===== src/assert_macros.svh =====
// Assertion helpers shared by the queue RTL.
`ifndef ASSERT_MACROS_SVH
`define ASSERT_MACROS_SVH

// Checked on every clock edge except while reset is high.
`define APQ_ASSERT(name, clk, rst, prop, msg) \
   name: assert property (@(posedge clk) disable iff (rst) prop) else $error(msg);

// Checked on every clock edge, reset included.
`define APQ_ASSERT_ALWAYS(name, clk, prop, msg) \
   name: assert property (@(posedge clk) prop) else $error(msg);

`endif


===== src/apq_pkg.sv =====
package apq_pkg;

   localparam int CODE_W = 16;
   localparam int AGE_W  = 14;
   localparam int PRIO_W = 3;

   typedef enum logic [1:0] {
      OP_INSERT  = 2'd0,
      OP_EXTRACT = 2'd1,
      OP_AGE     = 2'd2
   } op_type;

   localparam logic [1:0] CAT_FIRST  = 2'd0;
   localparam logic [1:0] CAT_SECOND = 2'd1;

   localparam logic [PRIO_W-1:0] PRIO_TOP     = 3'd5;
   localparam logic [PRIO_W-1:0] PRIO_SECOND  = 3'd4;
   localparam logic [PRIO_W-1:0] PRIO_LOW     = 3'd1;
   localparam logic [PRIO_W-1:0] PRIO_AGE_MIN = 3'd2;

   typedef struct packed {
      logic              valid;
      logic [CODE_W-1:0] code;
      logic [AGE_W-1:0]  years;
      logic [PRIO_W-1:0] prio;
   } entry_type;

   // Broadcast to every cell and to the tally for one step.
   typedef struct packed {
      logic              insert;
      logic              extract;
      logic              age_up;
      logic [PRIO_W-1:0] prio;
      logic [CODE_W-1:0] code;
      logic [AGE_W-1:0]  years;
   } cell_ctl_type;

   typedef struct packed {
      logic full;
      logic empty;
   } status_type;

endpackage


===== src/apq_cell.sv =====
`include "assert_macros.svh"

module apq_cell (
   input  logic                  clock,
   input  logic                  reset,
   input  apq_pkg::cell_ctl_type ctl,
   input  apq_pkg::entry_type    left,
   input  logic                  left_ge,
   input  apq_pkg::entry_type    right,
   output apq_pkg::entry_type    entry,
   output logic                  ge
);
   import apq_pkg::*;

   entry_type entry_ff;
   entry_type entry_in;

   // Holds an entry that stays ahead of a new word of priority ctl.prio.
   assign ge    = entry_ff.valid && (entry_ff.prio >= ctl.prio);
   assign entry = entry_ff;

   always_comb begin
      entry_in = entry_ff;
      if (ctl.insert) begin
         if (!ge) begin
            if (left_ge) begin
               entry_in.valid = 1'b1;
               entry_in.code  = ctl.code;
               entry_in.years = ctl.years;
               entry_in.prio  = ctl.prio;
            end else begin
               entry_in = left;
            end
         end
      end else if (ctl.extract) begin
         entry_in = right;
      end else if (ctl.age_up) begin
         if (entry_ff.prio >= PRIO_AGE_MIN && entry_ff.prio < PRIO_TOP) begin
            entry_in.prio = entry_ff.prio + PRIO_W'(1);
         end
      end
   end

   always_ff @(posedge clock) begin
      if (reset) begin
         entry_ff.valid <= 1'b0;
      end else begin
         entry_ff <= entry_in;
      end
   end

   `APQ_ASSERT_ALWAYS(a_reset_empties, clock, reset |=> !entry_ff.valid, "cell valid after reset")
   `APQ_ASSERT(a_prio_legal, clock, reset, entry_ff.valid |-> (entry_ff.prio == PRIO_LOW || entry_ff.prio == PRIO_SECOND || entry_ff.prio == PRIO_TOP), "cell holds illegal priority")
   `APQ_ASSERT(a_age_keeps_fill, clock, reset, ctl.age_up |=> $stable(entry_ff.valid), "aging moved a word")

endmodule


===== src/apq_tally.sv =====
`include "assert_macros.svh"

module apq_tally #(
   parameter int CAPACITY = 16,
   parameter int CW       = 5
) (
   input  logic                         clock,
   input  logic                         reset,
   input  apq_pkg::cell_ctl_type        ctl,
   input  logic [apq_pkg::PRIO_W-1:0]   head_prio,
   output logic [CW-1:0]                fill,
   output logic [CW-1:0]                top,
   output apq_pkg::status_type          status
);
   import apq_pkg::*;

   // Only priorities 1, 4 and 5 ever exist, so two counters cover aging.
   logic [CW-1:0] fill_ff, fill_in;
   logic [CW-1:0] top_ff, top_in;
   logic [CW-1:0] second_ff, second_in;

   always_comb begin
      fill_in   = fill_ff;
      top_in    = top_ff;
      second_in = second_ff;
      if (ctl.insert) begin
         fill_in = fill_ff + CW'(1);
         if (ctl.prio == PRIO_TOP) begin
            top_in = top_ff + CW'(1);
         end
         if (ctl.prio == PRIO_SECOND) begin
            second_in = second_ff + CW'(1);
         end
      end else if (ctl.extract) begin
         fill_in = fill_ff - CW'(1);
         if (head_prio == PRIO_TOP) begin
            top_in = top_ff - CW'(1);
         end
         if (head_prio == PRIO_SECOND) begin
            second_in = second_ff - CW'(1);
         end
      end else if (ctl.age_up) begin
         top_in    = top_ff + second_ff;
         second_in = '0;
      end
   end

   always_ff @(posedge clock) begin
      if (reset) begin
         fill_ff   <= '0;
         top_ff    <= '0;
         second_ff <= '0;
      end else begin
         fill_ff   <= fill_in;
         top_ff    <= top_in;
         second_ff <= second_in;
      end
   end

   assign fill         = fill_ff;
   assign top          = top_ff;
   assign status.full  = (fill_ff == CW'(CAPACITY));
   assign status.empty = (fill_ff == '0);

   `APQ_ASSERT(a_tally_bound, clock, reset, ((CW+1)'(top_ff) + (CW+1)'(second_ff)) <= (CW+1)'(fill_ff), "priority counts exceed fill")
   `APQ_ASSERT(a_no_overfill, clock, reset, fill_ff <= CW'(CAPACITY), "fill beyond capacity")
   `APQ_ASSERT(a_age_clears, clock, reset, ctl.age_up && !ctl.insert && !ctl.extract |=> second_ff == '0, "aging left priority-4 entries")

endmodule


===== src/aging_priority_queue.sv =====
// Sorted priority queue of up to CAPACITY words, held in a row of cells with the highest
// priority at the head. Each request (insert, extract, age) is applied to the whole row
// together: insert compares the new priority in every cell at once and shifts the tail right by
// one, extract shifts every cell left by one, age bumps priorities 2..4 in place. One response
// word is registered per request; a new request is taken in the cycle the previous response
// leaves, so the queue sustains one request per clock as long as rsp_stall stays low. The
// response is presented in the cycle after the request is taken. Equal priorities leave in
// arrival order, with words aged up to 5 behind words already at 5. top_count and fill_level
// come from running counters, not a scan of the row, and report the state after the step.
`include "assert_macros.svh"

module aging_priority_queue #(
   parameter int CAPACITY = 16
) (
   input  logic                          clock,
   input  logic                          reset,
   input  logic                          req_valid,
   output logic                          req_stall,
   input  logic [1:0]                    req_operation,
   input  logic [apq_pkg::CODE_W-1:0]    req_patient_code,
   input  logic [apq_pkg::AGE_W-1:0]     req_patient_age,
   input  logic [1:0]                    req_category,
   output logic                          rsp_valid,
   input  logic                          rsp_stall,
   output logic                          rsp_out_valid,
   output logic [apq_pkg::CODE_W-1:0]    rsp_out_code,
   output logic [apq_pkg::AGE_W-1:0]     rsp_out_age,
   output logic [apq_pkg::PRIO_W-1:0]    rsp_out_priority,
   output logic                          rsp_was_empty,
   output logic                          rsp_insert_rejected,
   output logic [4:0]                    rsp_top_count,
   output logic [4:0]                    rsp_fill_level
);
   import apq_pkg::*;

   localparam int CW = $clog2(CAPACITY + 1);

   entry_type              chain [CAPACITY];
   logic [CAPACITY-1:0]    ge;
   cell_ctl_type           ctl;
   status_type             status;
   logic [CW-1:0]          fill;
   logic [CW-1:0]          top;
   logic                   accept;

   logic                   rsp_valid_ff;
   logic                   out_valid_ff, out_valid_in;
   logic [CODE_W-1:0]      out_code_ff, out_code_in;
   logic [AGE_W-1:0]       out_age_ff, out_age_in;
   logic [PRIO_W-1:0]      out_prio_ff, out_prio_in;
   logic                   was_empty_ff, was_empty_in;
   logic                   rejected_ff, rejected_in;

   assign req_stall = rsp_valid_ff && rsp_stall;
   assign accept    = req_valid && !req_stall;

   always_comb begin
      ctl.insert  = 1'b0;
      ctl.extract = 1'b0;
      ctl.age_up  = 1'b0;
      ctl.code    = req_patient_code;
      ctl.years   = req_patient_age;
      case (req_category)
         CAT_FIRST:  ctl.prio = PRIO_TOP;
         CAT_SECOND: ctl.prio = PRIO_SECOND;
         default:    ctl.prio = PRIO_LOW;
      endcase

      out_valid_in = 1'b0;
      out_code_in  = '0;
      out_age_in   = '0;
      out_prio_in  = '0;
      was_empty_in = 1'b0;
      rejected_in  = 1'b0;

      case (req_operation)
         OP_INSERT: begin
            ctl.insert  = accept && !status.full;
            rejected_in = status.full;
         end
         OP_EXTRACT: begin
            ctl.extract  = accept && !status.empty;
            was_empty_in = status.empty;
            if (!status.empty) begin
               out_valid_in = 1'b1;
               out_code_in  = chain[0].code;
               out_age_in   = chain[0].years;
               out_prio_in  = chain[0].prio;
            end
         end
         OP_AGE: begin
            ctl.age_up = accept;
         end
         default: begin
         end
      endcase
   end

   for (genvar i = 0; i < CAPACITY; i++) begin : g_cell
      entry_type left_e;
      entry_type right_e;
      logic      left_ge;

      if (i == 0) begin : g_head
         assign left_e  = '0;
         assign left_ge = 1'b1;
      end else begin : g_mid
         assign left_e  = chain[i-1];
         assign left_ge = ge[i-1];
      end

      if (i == CAPACITY - 1) begin : g_tail
         assign right_e = '0;
      end else begin : g_body
         assign right_e = chain[i+1];
      end

      apq_cell u_cell (
         .clock   (clock),
         .reset   (reset),
         .ctl     (ctl),
         .left    (left_e),
         .left_ge (left_ge),
         .right   (right_e),
         .entry   (chain[i]),
         .ge      (ge[i])
      );
   end

   apq_tally #(
      .CAPACITY (CAPACITY),
      .CW       (CW)
   ) u_tally (
      .clock     (clock),
      .reset     (reset),
      .ctl       (ctl),
      .head_prio (chain[0].prio),
      .fill      (fill),
      .top       (top),
      .status    (status)
   );

   always_ff @(posedge clock) begin
      if (reset) begin
         rsp_valid_ff <= 1'b0;
      end else if (accept) begin
         rsp_valid_ff <= 1'b1;
      end else if (!rsp_stall) begin
         rsp_valid_ff <= 1'b0;
      end
   end

   always_ff @(posedge clock) begin
      if (accept) begin
         out_valid_ff <= out_valid_in;
         out_code_ff  <= out_code_in;
         out_age_ff   <= out_age_in;
         out_prio_ff  <= out_prio_in;
         was_empty_ff <= was_empty_in;
         rejected_ff  <= rejected_in;
      end
   end

   assign rsp_valid           = rsp_valid_ff;
   assign rsp_out_valid       = out_valid_ff;
   assign rsp_out_code        = out_code_ff;
   assign rsp_out_age         = out_age_ff;
   assign rsp_out_priority    = out_prio_ff;
   assign rsp_was_empty       = was_empty_ff;
   assign rsp_insert_rejected = rejected_ff;
   // counters only move on accept, so these hold while the response waits
   assign rsp_top_count       = 5'(top);
   assign rsp_fill_level      = 5'(fill);

   `APQ_ASSERT(a_full_matches_tail, clock, reset, status.full == chain[CAPACITY-1].valid, "fill count disagrees with tail cell")
   `APQ_ASSERT(a_empty_matches_head, clock, reset, status.empty == !chain[0].valid, "fill count disagrees with head cell")

   for (genvar j = 1; j < CAPACITY; j++) begin : g_order
      `APQ_ASSERT(a_sorted, clock, reset, chain[j].valid |-> (chain[j-1].valid && chain[j-1].prio >= chain[j].prio), "row out of priority order")
   end

endmodule

===== config.mk =====
export PLATFORM = sky130hd
export DESIGN_NAME = aging_priority_queue
export DESIGN_NICKNAME = d
export VERILOG_FILES = /design/src/apq_pkg.sv /design/src/apq_cell.sv /design/src/apq_tally.sv /design/src/aging_priority_queue.sv
export VERILOG_INCLUDE_DIRS = /design/src /design/src/src
export SDC_FILE = /design/constraint.sdc
export NUM_CORES = 1
export LEC_CHECK = 0
export BUFFER_PORTS_ARGS = -buffer_cell sky130_fd_sc_hd__buf_4
export CORE_MARGIN = 4
export CORE_UTILIZATION = 60
export CTS_BUF_LIST = sky130_fd_sc_hd__clkbuf_2
export DETAILED_ROUTE_END_ITERATION = 10
export PLACE_DENSITY = 0.87
export SLEW_MARGIN = 25
export SYNTH_ARGS = -nofsm -noshare
export SYNTH_HDL_FRONTEND = slang
export SYNTH_HIERARCHICAL = 1
export SYNTH_SLANG_ARGS = --single-unit

===== constraint.sdc =====
create_clock -name clock -period 12.3 [get_ports clock]
set_clock_uncertainty 0.1 [all_clocks]
set_input_delay 1.23 -clock clock [delete_from_list [all_inputs] [get_ports clock]]
set_output_delay 1.23 -clock clock [all_outputs]
set_load 0.05 [all_outputs]

# Word-level counts from Yosys, hierarchy flattened
# Cells that the tools add are included.
dict set report word_totals {
  regBits 596
  input_bits 38
  output_inout_bits 48
  elab_cells 417
}
dict set report op_classes {
  add_sub_neg 23
  magnitude_cmp 48
  eq_ne 29
  n_mux 130
  bitwise 2
  n_reduce_logical 111
}
# operator count
set ops {}
lappend ops {{34-bit 2-to-1 mux} 47}
lappend ops {{31-bit 2-to-1 mux} 16}
lappend ops {{3-bit 2-to-1 mux} 48}
lappend ops {{4-bit AND reduction} 16}
lappend ops {{5-bit 2-to-1 mux} 12}
lappend ops {{3-bit AND reduction} 18}
lappend ops {{3-bit nonzero test} 17}
lappend ops {{3-bit by 1-bit adder with 3-bit output, second input constant} 16}
lappend ops {{3-bit by 2-bit greater-or-equal comparator with 1-bit output, second input constant} 16}
lappend ops {{3-bit greater-or-equal comparator} 16}
lappend ops {{3-bit less-than comparator, second input constant} 16}
lappend ops {{1-bit logical AND} 36}
lappend ops {{2-bit inequality test, second input constant} 16}
lappend ops {{2-bit AND reduction} 16}
lappend ops {{5-bit by 1-bit adder with 5-bit output, second input constant} 3}
lappend ops {{5-bit by 1-bit subtractor with 5-bit output, second input constant} 3}
lappend ops {{3-bit equality test, second input constant} 4}
lappend ops {{1-bit 2-to-1 mux} 6}
lappend ops {{2-bit by 1-bit inequality test with 1-bit output, second input constant} 3}
lappend ops {{3-bit by 1-bit inequality test with 1-bit output, second input constant} 2}
lappend ops {{3-bit case mux with 2 select lines} 1}
lappend ops {{5-bit adder} 1}
lappend ops {{5-bit equality test, second input constant} 1}
lappend ops {{5-bit logical NOT} 1}
lappend ops {{7 further kinds} 12}

# Depth between registers and ports, before layout
dict set report logic_depth {
  word_depth 7
  mapped_depth 16
  mapped_depth_nobuf 15
}

# Hierarchy
# Netlist, hierarchy kept.
# module instances cells_per_inst area_per_inst_um2 seq_area_each_um2
set by_module_without_submodules {}
lappend by_module_without_submodules {{apq_cell at g_cell[0].u_cell ...} 13 176 1986.9 1011.0}
lappend by_module_without_submodules {{apq_cell at g_cell[7].u_cell ...} 3 175 1993.2 1011.0}
lappend by_module_without_submodules {aging_priority_queue 1 88 1458.9 1101.1}
lappend by_module_without_submodules {apq_tally 1 153 1222.4 300.3}

# Worst setup path after synthesis
# No wires, ideal clock.
dict set report synth_timing {
  path_kind {input to register}
  from {input port req_valid}
  to {register u_tally.top_ff[4], in the netlist u_tally/top[4]}
  setup_ns 0.121
  arrival_time_ns 5.896
  required_time_ns 12.079
  path_slack_ns 6.183
  path_stages 11
  path_buffers 2
  cell_sequence {a21bo_2 nor4_1 buf_2 clkbuf_1 nor2b_1 fa_1 a21o_1 a21oi_1 nor2_1 mux2_4 mux2_4}
}
# item line
set synth_lines {}
lappend synth_lines {{from (decl)} aging_priority_queue.sv:17} ;# input logic req_valid,
lappend synth_lines {{to (signal assigned)} apq_tally.sv:55} ;# top_ff <= top_in;
lappend synth_lines {{to (decl)} apq_tally.sv:19} ;# logic [CW-1:0] top_ff, top_in;

==> run_results.csv <==
group,metric,value,unit
worst_setup_path,arrival,4980,ps
power_and_ir_drop,p_leak,0.01261,uW
worst_setup_path,crit_chain,"nor4_1 > nor2b_1 > nor3b_4 > and2_4 > inv_1 > nand2_1 > ha_1 > nor2b_1 > fa_1 > a21o_1 > a21oi_1 > nor2_1 > mux2_4 > mux2_4",
sta,tns,0,ps
sta,worstMarginPinSlew,1065,ps
placement,dpl_cell_area,34720,um^2
detailed_routing,routed_wl,65.95,mm
synth,postSynthAreaPerCell,11.30,um^2
sta,fin_hold_ws,253.8,ps
sta,min_period_over_period,33.32,%
detailed_routing,route.met2.wl,30.66,mm
power_and_ir_drop,vdd_ir_drop_max,0.00009350,V
finish,multi_input_area,15010,um^2
clocking,cts_root_buf,"clkbuf_2",
floorplan,die_area,61370,um^2
detailed_routing,vias_per_cell,5.640,
placement,routabilityCongestion,0.8061,
floorplan,rows,87,
clocking,cts_buffer_depth,3,
floorplan,start_util,60.92,%
detailed_routing,wire_per_inst,16.22,um
worst_setup_path,worst_r2r_startpoint,"u_tally/fill[0]",
clocking,clkTransAtPathRegs,90,ps
hold_path,hold_class,"in2reg",
clocking,clock_latency,1150,ps
sta,drv_slew,0,
detailed_routing,highest_layer,"met4",
sta,fmax,244.0,MHz
clocking,clock_sinks,596,
finish,fillCellCount,4147,
floorplan,die_w,247.7,um
finish,drive_gt1_share,14.21,%
clocking,post_cts_buffers,0,
clocking,holdBufCountCts,0,
detailed_routing,vias,22930,
clocking,h-tree-depth,4,
hold_path,min_from,"req_valid",
synth,postSynthCellCount,3053,
floorplan,ios,86,
sta,rsz0062_at_grt,"false",
sta,slew_headroom,29.00,%
global_route,antenna_found_initial,1,
floorplan,coreArea,56600,um^2
finish,final_area,36060,um^2
sta,setup_viol,0,
clocking,cts_made_buffers,146,
worst_setup_path,start_kind,"register",
global_route,grt_max_degree,269,
sta,fin_crit,4098,ps
worst_setup_path,critPathBufInv,1,
global_route,grtUsageTotal,21.18,%
worst_setup_path,max_stage_delay,600,ps
detailed_routing,wl_met3,4.131,mm
global_route,grt_pass1_wl,108.8,mm
worst_setup_path,critPathCaptureType,"register",
placement,port_buffers,85,
worst_setup_path,worstSetupStartpoint,"u_tally/fill[0]",
synth,synth_area,34480,um^2
worst_setup_path,cp_max_fo,54,
global_route,overflow,0,
detailed_routing,drtIter0Drc,1853,
detailed_routing,drc,0,
sta,hold_viol_final,0,
outcome,status,"complete, no violations",
clocking,cts_tree,"built",
global_route,grt_pass1_vias,21630,
clocking,cts_resized,0,
worst_setup_path,worstSetupPathType,"reg2reg",
detailed_routing,antenna_left,0,
synth,yosysWarnings,6,
finish,nets,3339,
placement,dp_hpwl,44.63,mm
worst_setup_path,cp_data_required_time,13190,ps
worst_setup_path,cp_top_family,"simple AND/OR/NAND/NOR gates",
power_and_ir_drop,p_per_area,118.9,nW/um^2
run,drv_cap,0,
finish,seqCellArea,17580,um^2
worst_setup_path,slowest_stage,"and2_4",
detailed_routing,met1_length,30.04,mm
finish,syn_to_final_growth,4.572,%
floorplan,die_h,247.7,um
detailed_routing,drt-pass1-iter-count,5,
power breakdown:
group          switching [uW]  internal [uW]
clock network             776            513
registers                53.5           2320
logic                     392            229
final timing paths:
kind                     endpoint  slack, ps  depth (start not counted)
hold reg to reg   u_tally/fill[3]        400                          2
hold / removal          rsp_valid        250                          3
setup / recovery   u_tally/top[4]       8200                         14
setup reg to reg   u_tally/top[4]       8200                         14
placed cells by master (no fill, tap or decap), drive strengths merged, types with 41 or more instances in the layout:
cell type / count
a21oi: 596
nor2: 581
edfxtp: 564
mux2i: 543
clkbuf: 219
buf: 125
conb: 102
ha: 90
inv: 76
a211oi: 55
and2: 52
o21ai: 41
area by class of cell:
class                      count  share of cell area, %
antenna                        3                0.02082
tap                          756                  2.623
clock buffer                 219                  3.039
timing repair buffer         125                  2.734
inverter                      69                 0.7182
clock inverter                27                 0.5031
multi-input combinational   2271                  41.62
sequential                   596                  48.74
sequential cells by signal (all words and copies together), names as in the netlist:
| name | cells |
|---|---|
| rsp_valid | 1 |
| u_tally/fill | 5 |
| rsp_insert_rejected | 1 |
| u_tally/top | 5 |
| u_tally/second_ff | 5 |
| g_cell.u_cell/entry | 544 |
| rsp_was_empty | 1 |
| rsp_out_valid | 1 |
| rsp_out_priority | 3 |
| rsp_out_age | 14 |
| rsp_out_code | 16 |
routing by layer:
layer,global-route usage (%),vias to the layer above
li1,-,11490
met1,29.92,10600
met2,33.34,750
met3,3.695,98
met4,7.433,0
met5,0,-
worst min-delay path, stage by stage:
cell and delay (ps):
buf_4 90, a21oi_1 30, nor2_1 70
stage by stage:
step           worst slack (ps)  instances  utilization (%)  total power (uW)
2_1_floorplan              6183       3153                -              2927
3_3_place_gp               7123       3815            61.34              3006
3_5_place_dp               7025       3815            61.34              3038
4_1_cts                    7638       4061            63.59              4320
5_1_grt                    7910       4064            63.70              4501
6_report                   8202       4066            63.71              4287
Note: power is estimated with default switching activity, not from simulation.
